### config.mk
export PLATFORM = sky130hd
export DESIGN_NAME = bap_divider
export DESIGN_NICKNAME = d
export VERILOG_FILES = /design/src/hdl/bap_pkg.sv /design/src/hdl/bap_divider.sv
export SDC_FILE = /design/constraint.sdc
export NUM_CORES = 1
export LEC_CHECK = 0
export BUFFER_PORTS_ARGS = -buffer_cell sky130_fd_sc_hd__buf_2
export CAP_MARGIN = 20
export CORE_MARGIN = 8
export CORE_UTILIZATION = 30
export CTS_CLUSTER_DIAMETER = 100
export DETAILED_ROUTE_END_ITERATION = 10
export PLACE_DENSITY = 0.53
export SLEW_MARGIN = 25
export SYNTH_ARGS = -nofsm -noshare
export SYNTH_HDL_FRONTEND = slang
export SYNTH_SLANG_ARGS = --single-unit
### constraint.sdc
create_clock -name clk -period 9.05 [get_ports clk]
set_input_delay 0 -clock clk [delete_from_list [all_inputs] [get_ports clk]]
set_output_delay 0 -clock clk [all_outputs]
set_load 0.02 [all_outputs]
### src/hdl/bap_pkg.sv
// package with shared types and constants for the box averaging pixelator
`default_nettype none
package bap_pkg;
  typedef enum logic [2:0] {
    CFG_FRAME_WIDTH  = 3'd0,
    CFG_FRAME_HEIGHT = 3'd1,
    CFG_BOX_WIDTH    = 3'd2,
    CFG_BOX_HEIGHT   = 3'd3,
    CFG_OFFSET_X     = 3'd4,
    CFG_OFFSET_Y     = 3'd5
  } cfg_index_t;

  localparam int SUM_W = 24;
  localparam int MAX_LINES = 4096;

  typedef struct packed {
    logic [SUM_W-1:0] red;
    logic [SUM_W-1:0] green;
    logic [SUM_W-1:0] blue;
  } rgb_sum_t;

  typedef struct packed {
    logic [12:0] left;
    logic [12:0] top;
    logic        done;
  } box_tag_t;
endpackage
`default_nettype wire

### src/hdl/bap_divider.sv
// restoring divider: three channel sums over the box area, one bit a cycle
`default_nettype none
module bap_divider (
  input  wire                    clk,
  input  wire                    rst,
  input  wire                    start,
  input  wire bap_pkg::rgb_sum_t sum,
  input  wire [17:0]             area,
  output logic                   done,
  output logic [7:0]             q_red,
  output logic [7:0]             q_green,
  output logic [7:0]             q_blue
);
  import bap_pkg::*;
  logic             busy;
  logic [4:0]       step;
  logic [SUM_W-1:0] qr, qg, qb;
  logic [17:0]      rr, rg, rb;
  logic [17:0]      dv;
  logic [18:0]      tr, tg, tb;

  always_comb begin
    tr = {rr, qr[SUM_W-1]};
    tg = {rg, qg[SUM_W-1]};
    tb = {rb, qb[SUM_W-1]};
  end

  function automatic logic [7:0] sat(input logic [SUM_W-1:0] q);
    sat = (q > SUM_W'(255)) ? 8'd255 : q[7:0];
  endfunction

  always_ff @(posedge clk) begin
    done <= 1'b0;
    if (rst) begin
      busy <= 1'b0;
      step <= '0;
    end else if (start) begin
      busy <= 1'b1;
      step <= '0;
      qr <= sum.red; qg <= sum.green; qb <= sum.blue;
      rr <= '0; rg <= '0; rb <= '0;
      dv <= area;
    end else if (busy) begin
      if (tr >= {1'b0, dv}) begin
        rr <= 18'(tr - {1'b0, dv}); qr <= {qr[SUM_W-2:0], 1'b1};
      end else begin
        rr <= tr[17:0]; qr <= {qr[SUM_W-2:0], 1'b0};
      end
      if (tg >= {1'b0, dv}) begin
        rg <= 18'(tg - {1'b0, dv}); qg <= {qg[SUM_W-2:0], 1'b1};
      end else begin
        rg <= tg[17:0]; qg <= {qg[SUM_W-2:0], 1'b0};
      end
      if (tb >= {1'b0, dv}) begin
        rb <= 18'(tb - {1'b0, dv}); qb <= {qb[SUM_W-2:0], 1'b1};
      end else begin
        rb <= tb[17:0]; qb <= {qb[SUM_W-2:0], 1'b0};
      end
      step <= step + 5'd1;
      if (step == 5'(SUM_W-1)) begin
        busy <= 1'b0;
        done <= 1'b1;
      end
    end
  end

  assign q_red   = sat(qr);
  assign q_green = sat(qg);
  assign q_blue  = sat(qb);
endmodule
`default_nettype wire

# == Word level (Yosys, flattened, before mapping) ==
# Cells that the tools add are included.
# classes
addsub,4
magnitude_cmp,6
eq_ne,1
mux,22
bitwise,2
n_reduce_logical,5
# ops
operator,n
$mux W24,6
$mux W18,6
$gt A24 B8 Y1 const B,3
$ge A19 B18 Y1,3
$sub A18 B18 Y18,3
$mux W8,3
$mux W1,7
$add A5 B1 Y5 const B,1
$eq A5 B5 Y1 const B,1
$reduce_and A2 Y1,2
$reduce_or A3 Y1,1
$not A1 Y1,2
$reduce_bool A2 Y1,1
$reduce_or A2 Y1,1
# totals
reg_bits,151
input_bits,93
out_inout_bits,25
word_cells,50

# == Logic depth before layout (Yosys ltp) ==
# Gate-level depths: netlist (run 1).
# logic_depth
word_depth,4
ltp_mapped,11
mapped_depth_nobuf,11

# == Worst setup path before layout (run 1) ==
# Ideal clock, no wire load.
# synth_path
path_type,input-to-reg
from,in start
to,reg qb[0] (enable)
setup_ns,0.612
arrival_ns,6.169
t_required_ns,8.438
setup_slack_ns,2.268
cell_stages,5
path_buffers,3
path_cell_list,clkbuf_1 clkbuf_1 buf_1 nor2_1 nor2_1
# synth_via
elab_chain_cells,2
# synth_lines
element,line_no,source
"start, declared",bap_divider.sv:6,"input wire start,"
$reduce_bool A2 Y1 (no source line),--,
$reduce_and A2 Y1 (no source line),--,
"end signal, assigned",bap_divider.sv:40,qr <= sum.red; qg <= sum.green; qb <= sum.blue;
"end signal, assigned",bap_divider.sv:55,"rb <= 18'(tb - {1'b0, dv}); qb <= {qb[SUM_W-2:0], 1'b1};"
"end signal, assigned",bap_divider.sv:57,"rb <= tb[17:0]; qb <= {qb[SUM_W-2:0], 1'b0};"
"end, declared",bap_divider.sv:17,"logic [SUM_W-1:0] qr, qg, qb;"
# No other way between the ends.
# A chain may end at the register's enable or synchronous reset.

# == Final worst setup path (run 1) ==
# layout_path
from,reg dv[16]
to,"reg rg[2], data pin"
# layout_via
elab_chain_cells,3
# layout_lines
element,line_no,source
"start, declared",bap_divider.sv:19,logic [17:0] dv;
"start signal, assigned",bap_divider.sv:42,dv <= area;
$ge A19 B18 Y1,bap_divider.sv:49,"if (tg >= {1'b0, dv}) begin"
$mux W18,bap_divider.sv:49,
$mux W18,bap_divider.sv:43,end else if (busy) begin
"end signal, assigned",bap_divider.sv:50,"rg <= 18'(tg - {1'b0, dv}); qg <= {qg[SUM_W-2:0], 1'b1};"
"end signal, assigned",bap_divider.sv:52,"rg <= tg[17:0]; qg <= {qg[SUM_W-2:0], 1'b0};"
"end, declared",bap_divider.sv:18,"logic [17:0] rr, rg, rb;"
# No other way between the ends. The select of a mux whose other input is x is not followed.

==> flow_summary_export.csv, run 1 <==
group,metric,value,unit
status,status,"finished, final reports clean",
job,max-cap-violations,0,
yosys,ys_async_sr_fraction,0,%
layout,area_growth,27.66,%
yosys,synth_simple_gate_area_share,12.32,%
yosys,synthesis.area,0.009169,mm^2
power_and_ir_drop,peakVddDrop,0.0001200,V
place,post-place-ws,5.668,ns
sta,final.setup.worst_slack,5.655,ns
clock_tree,cts_made_buffers,17,
yosys,synth.ff_latch_count,151,
yosys,synthMuxAreaShare,12.43,%
routing,met1Wirelength,11620,um
yosys,synth.area.top_cells,"edfxtp_1 (47%), mux2_2 (8.7%), ha_1 (7.5%)",
sta,max_slew_margin,36.38,%
grt,grtUsageTotal,13.41,%
place,hpwl,16910,um
sta,hold_viol_final,0,
sta,setup-violations-final,0,
yosys,synth_compound_area_share,12.45,%
floorplan,die_h,190.8,um
sta,slew_violations,0,
layout,fin_nets,1164,
sta,rsz0062_at_grt,"no",
clock_tree,clock_sinks,151,
routing,drc_errors,0,
routing,dr_wl_met2,10700,um
routing,vias,6963,
critical_path,path_class,"flip-flop to flip-flop",
clock_tree,cts-htree-levels,4,
critical_path,path_max_fanout,13,
yosys,yosys.area.top_type_share,47.16,%
grt,grt_max_degree,77,
grt,grt-ovfl-total,0,
yosys,yosys-top-cells-count,"edfxtp_1 (144), nor2_1 (73), mux2_2 (71)",
floorplan,initial_utilization,30.21,%
routing,dr.first_iter.drc_count,403,
routing,dr_wl_met3,1322,um
yosys,synth_top_family_by_area,"compound AO/OA/AOI/OAI gates",
layout,fill_cells,2914,
power_and_ir_drop,combPwrFrac,25.4,%
clock_tree,post_cts_buffers,0,
sta,fin_tns_setup,0,ns
power_and_ir_drop,clockPowerShare,33.3,%
sta,finalCritPeriodShare,37.51,%
yosys,synth_edf_count,144,
critical_path,cp-end-kind,"flip-flop",
place,portBuffers,117,
clock_tree,clk_latency,0.43,ns
routing,topRoutingLayerUsed,"met4",
floorplan,row_count,64,
grt,grt_pass1_wl,38850,um
critical_path,crit_path_start_kind,"flip-flop",
routing,via_per_inst,4.897,
floorplan,io_pins,118,
critical_path,cp.required,9.21,ns
yosys,synth_top_area_cell,"edfxtp_1",
yosys,synth_cells,800,
power_and_ir_drop,p_sw_share,29.44,%
floorplan,die-width,190.8,um
grt,grt_pass1_vias,7185,
yosys,synth.net_count,951,
grt,antenna_found_initial,1,
clock_tree,cts_tree,"yes",
power_and_ir_drop,p_sw,623.8,uW
critical_path,arrival,3.55,ns
clock_tree,cts_root_buf,"clkbuf_16",
power_and_ir_drop,leakage,0.004602,uW
place,gp_congestion,0.8073,
clock_tree,cts_max_path_buffers,2,
floorplan,die_area,0.03641,mm^2
power_and_ir_drop,p_int,1495,uW
sta,worst_slew_pin_slew,0.9543,ns
power_and_ir_drop,power.density,181.0,mW/mm^2
yosys,synthXorXnorAreaFrac,3.534,%
routing,wl,23920,um
yosys,ys_types,59,
sta,fin_crit,3.395,ns
yosys,ys.flop_type,"edfxtp_1",
sta,fmax,0.2946,GHz
yosys,seq_area_frac_synth,48.69,%
yosys,synth-adder-area-share,8.160,%
routing,ant_nets,0,
clock_tree,ctsResizeCount,0,
clock_tree,path_clk_slew,0.06,ns
power_and_ir_drop,p_seq_share,41.3,%
yosys,synth_warnings,0,
routing,firstDrtPassIters,5,
yosys,synth.most_common_cell,"edfxtp_1",
worst_hold_path,hold_class,"input port to flip-flop",
routing,wl_per_cell,16.82,um
layout,drive_gt1_share,25.56,%
sta,finalClockSkew,0.009336,ns
floorplan,coreArea,0.03035,mm^2
yosys,syn_avg_cell_area,11.46,um^2
[through the flow]
stage	area, um^2	utilization (%)	std cells	hold WS [ns]	total power (uW)
2_1_floorplan	9169	-	800	0.07276	1277
4_1_cts	11700	38.56	1421	0.2497	2139
6_report	11710	38.57	1422	0.2764	2119
5_1_grt	11710	38.57	1422	0.2699	2233
3_5_place_dp	10220	33.68	1298	0.1793	1395
3_3_place_gp	10220	33.68	1298	0.1765	1392
[critical path, stage by stage (launching register included)]
cell and delay [ns]:
edfxtp_1 0.35, inv_1 0.15, ha_1 0.30, a21o_1 0.19, a211oi_1 0.39, a21boi_1 0.43
nand2_1 0.12, o21ai_2 0.55, buf_4 0.35, mux2i_1 0.22, nor2_1 0.06
[placed cells by master, fill, tap and decap left out, drive strengths merged, types with 3 or more instances in the layout]
| cell type | netlist | final |
|---|---|---|
| a211oi | 18 | 18 |
| a21boi | 4 | 4 |
| a21o | 19 | 19 |
| a21oi | 43 | 43 |
| a31oi | 5 | 5 |
| and2 | 3 | 3 |
| and3 | 8 | 8 |
| buf | 7 | 125 |
| clkbuf | 16 | 17 |
| clkinv | 0 | 8 |
| clkinvlp | 0 | 3 |
| dfxtp | 7 | 7 |
| dlygate4sd3 | 0 | 92 |
| edfxtp | 144 | 144 |
| fa | 3 | 3 |
| ha | 55 | 55 |
| inv | 32 | 33 |
| mux2 | 71 | 71 |
| mux2i | 34 | 34 |
| nand2 | 35 | 35 |
| nand2b | 6 | 6 |
| nand3 | 15 | 15 |
| nand4 | 11 | 11 |
| nor2 | 73 | 73 |
| nor2b | 5 | 5 |
| nor3 | 11 | 11 |
| nor4 | 16 | 16 |
| o211ai | 7 | 7 |
| o21a | 7 | 7 |
| o21ai | 33 | 33 |
| o21bai | 4 | 4 |
| o311ai | 3 | 3 |
| o31a | 6 | 6 |
| o31ai | 5 | 5 |
| or2 | 27 | 27 |
| or3 | 5 | 5 |
| xnor2 | 21 | 21 |
| xor2 | 16 | 16 |
[layer usage]
metal  track usage [%]  up-vias
met3             3.713       13
met5                 0        -
met2             20.54      174
met4             4.236        0
met1             18.06     3304
li1                  -     3472
[area by class of cell]
cell class	count	area (um^2)	area share, %
diodes	1	2.502	0.02138
clock buffers	17	425.4	3.634
clock inverters	14	135.1	1.154
inverters	32	120.1	1.026
multi-input cells	594	4493	38.39
flip-flops and latches	151	4464	38.14
well taps	396	495.5	4.233
repair buffers	217	1569	13.40
[registers in the layout, indices dropped and copies added, names as in the netlist]
register / flops
rr: 18
dv: 18
qr: 24
rg: 18
done: 1
qb: 24
step: 5
qg: 24
busy: 1
rb: 18
[power by group through the flow]
stage          combinational, uW  sequential, uW  clock, uW
3_5_place_dp                 505             890          0
4_1_cts                      539             876        723
6_report                     538             876        705
3_3_place_gp                 502             890          0
5_1_grt                      601             883        749
2_1_floorplan                394             883          0
[logic make-up after synthesis]
logic type      Yosys count
mux                     105
flops                   151
fa+ha+maj                58
simple gates            225
xor+xnor                 37
buf+inv                  55
compound gates          169
[path summary, 6_finish.rpt]
kind / from / slack (ns) / end / depth (start not counted)
worst max-delay path: dv[16] / 5.66 / rg[2] / 10
worst min-delay path: area[3] / 0.28 / dv[3] / 2
worst max register to register: dv[16] / 5.66 / rg[2] / 10
worst min register to register: step[4] / 0.52 / step[4] / 2
[what timing repair did]
action | CTS | global route
hold endpoints to repair | 95 | 0
endpoints found under the setup margin | 0 | 0
hold buffers | 92 | 0
(Power assumes the default switching activity.)
==> run 2, diff against run 1 <==
Settings changed: ABC_AREA from default to 1.
Clock period 9.05 ns to 3.2 ns, I/O delays scaled along.
==> run 2 against run 1 <==
Die area is 9.2% higher; global-route usage rose by 1.1 points; hold slack got worse by 0.26 ns; via count is 30% higher; clock-buffer cell count is the same; synthesized cell count grew 66%; register-to-register slack worse by 5.1 ns; cell area grew 9.4%; worst setup slack worse by 5.1 ns; non-clock buffer count rose by 14; critical endpoint is now rb[17]; largest power group unchanged; highest routed layer unchanged.
==> flow_summary_export.csv, run 2 <==
group,metric,value,unit
grt,grt_max_degree,116,
clock_tree,cts_made_buffers,17,
floorplan,die_area,0.03976,mm^2
routing,firstDrtPassIters,5,
yosys,ys.flop_type,"edfxtp_1",
floorplan,row_count,67,
sta,rsz0062_at_grt,"no",
sta,finalClockSkew,0.008975,ns
place,place_area,0.01119,mm^2
clock_tree,cts-htree-levels,4,
routing,vias,9022,
power_and_ir_drop,leakage,0.005972,uW
power_and_ir_drop,peakVddDrop,0.0003395,V
sta,slew_violations,0,
clock_tree,path_clk_slew,0.07,ns
clock_tree,cts_max_path_buffers,2,
yosys,synth_cells,1326,
yosys,synth.area.top_cells,"edfxtp_1 (43%), nand2_1 (15%), inv_1 (7.6%)",
routing,drc_errors,0,
yosys,synth.most_common_cell,"nand2_1",
yosys,ys_async_sr_fraction,0,%
grt,grt_pass1_wl,46130,um
sta,fin_tns_setup,0,ns
yosys,synth_edf_count,144,
layout,final_cell_mix,"nand2_1 (409), inv_1 (202), nor2_1 (147)",
clock_tree,cts_tree,"yes",
routing,dr.first_iter.drc_count,562,
clock_tree,cts_root_buf,"clkbuf_16",
clock_tree,post_cts_buffers,0,
critical_path,crit_path_start_kind,"flip-flop",
yosys,synthesis.area,0.01009,mm^2
yosys,synth.net_count,1477,
layout,drive_gt1_share,12.39,%
grt,grt.busiest_layer,"met2",
floorplan,initial_utilization,30.24,%
floorplan,die-width,199.4,um
layout,final_common_cell,"nand2_1",
place,gp_congestion,0.8696,
critical_path,path_class,"flip-flop to flip-flop",
yosys,synth_top_area_cell,"edfxtp_1",
grt,grtUsageTotal,14.56,%
floorplan,die_h,199.4,um
grt,antenna_found_initial,0,
place,dp.cells,1872,
layout,n_antenna_cell,0,
layout,fin_nets,1696,
yosys,yosys-top-cells-count,"nand2_1 (409), inv_1 (203), nor2_1 (148)",
yosys,synth.ff_latch_count,151,
yosys,synth_warnings,0,
floorplan,coreArea,0.03336,mm^2
routing,wl_per_cell,14.03,um
sta,fin_crit,2.596,ns
yosys,seq_area_frac_synth,44.25,%
routing,ant_nets,0,
place,hpwl,20030,um
critical_path,cp.required,3.39,ns
sta,max_slew_margin,36.06,%
yosys,ys_types,36,
sta,finalCritPeriodShare,81.11,%
job,max-cap-violations,0,
yosys,syn_avg_cell_area,7.609,um^2
layout,stdcell_area,0.01280,mm^2
worst_hold_path,hold_class,"input port to flip-flop",
routing,wl,28150,um
layout,reg.largest.list,"qb (24), qg (24), qr (24)",
clock_tree,clock_sinks,151,
sta,final.setup.worst_slack,0.6044,ns
place,post-place-ws,0.5855,ns
clock_tree,clk_latency,0.43,ns
layout,area_growth,26.86,%
place,portBuffers,117,
sta,setup-violations-final,0,
layout,instances_no_fill,2006,
grt,met1_usage,19.25,%
power_and_ir_drop,power.density,482.5,mW/mm^2
grt,use_met2,23.61,%
sta,hold_viol_final,0,
yosys,yosys.area.top_type_share,42.86,%
sta,fmax,0.3853,GHz
sta,worst_slew_pin_slew,0.9590,ns
status,status,"finished, final reports clean",
critical_path,cp-end-kind,"flip-flop",
grt,met3_usage,2.913,%
critical_path,arrival,2.79,ns
critical_path,path_max_fanout,28,
grt,grt-ovfl-total,0,
floorplan,io_pins,118,
grt,grt_pass1_vias,9169,
routing,via_per_inst,4.498,
[run 2: changes by cell type after synthesis, moves of 9 or more]
cell      delta
nand2_1    +374
inv_1      +171
nor2_1      +75
mux2_2      -71
o21ai_0     +61
nand3_1     +43
mux2i_1     -34
or2_2       -26
a21o_1      -19
a211oi_1    -16
o21ai_1     +13
xnor2_1     -13
nor2_2      +11
nor4_1       -9
[run 2: what timing repair did]
action	4_1_cts	5_1_grt
hold buffers	102	0
hold endpoints to repair	96	0
resized for setup	0	0
[run 2: power by group]
part | total [uW] | internal, uW | switching [uW] | leakage, uW
sequential | 2450 | 2380 | 76.1 | 0.00145
combinational | 1650 | 629 | 1020 | 0.00425
clock | 2070 | 1100 | 967 | 0.000277
total | 6180 | 4110 | 2070 | 0.00597
[run 2: worst max-delay path: stages, from the launching register on]
cell and delay, ns:
edfxtp_1 0.38, inv_1 0.27, ha_1 0.35, nand2_1 0.15, inv_1 0.05, nand2_1 0.08, inv_1 0.06, a21oi_2 0.18
nand4_4 0.39, nand2_1 0.26, nand2_1 0.07, nand2_1 0.06, inv_1 0.04
[run 2: worst paths after layout]
check / cells past startpoint / slack [ns] / from / end
setup / recovery: 12 / 0.60 / dv[15] / rb[17]
hold / removal: 3 / 0.02 / start / qb[14]
setup reg to reg: 12 / 0.60 / dv[15] / rb[17]
hold reg to reg: 1 / 0.47 / step[4] / step[4]
[run 2: through the flow]
| stage | hold WS, ns | power (uW) | util [%] |
|---|---|---|---|
| 6_report | 0.01903 | 6176 | 38.36 |
| 3_3_place_gp | 0.1792 | 4047 | 33.55 |
| 3_5_place_dp | 0.1807 | 4047 | 33.55 |
| 4_1_cts | 0.0003933 | 6227 | 38.36 |
| 5_1_grt | 0.02684 | 6556 | 38.36 |
| 2_1_floorplan | 0.07708 | 3647 | - |
[run 2: area by class of cell]
type / instances / area, um^2
clock buffer: 17 / 425.4
clock inverter: 15 / 158.9
fill: 3534 / 20560
inverter: 210 / 788.3
multi-input combinational: 934 / 4691
sequential: 151 / 4464
tap: 448 / 560.5
timing repair buffer: 231 / 1712
[run 2: metal layers]
metal / up-vias / wire length [um]
li1: 4726 / -
met1: 4022 / 13540
met2: 236 / 12580
met3: 38 / 1414
met4: 0 / 609
met5: - / 0
[run 2: cell families (layout without fill, tap and decap cells)]
family / Yosys count / after routing / synth area share, %
xor gates and xnor gates: 25 / 25 / 2.170
adders and majority gates: 58 / 58 / 7.416
DFF: 151 / 151 / 44.25
AOI/OAI and AO/OA: 167 / 167 / 8.668
buffers and inverters: 241 / 473 / 9.400
and+or+nand+nor: 684 / 684 / 28.10
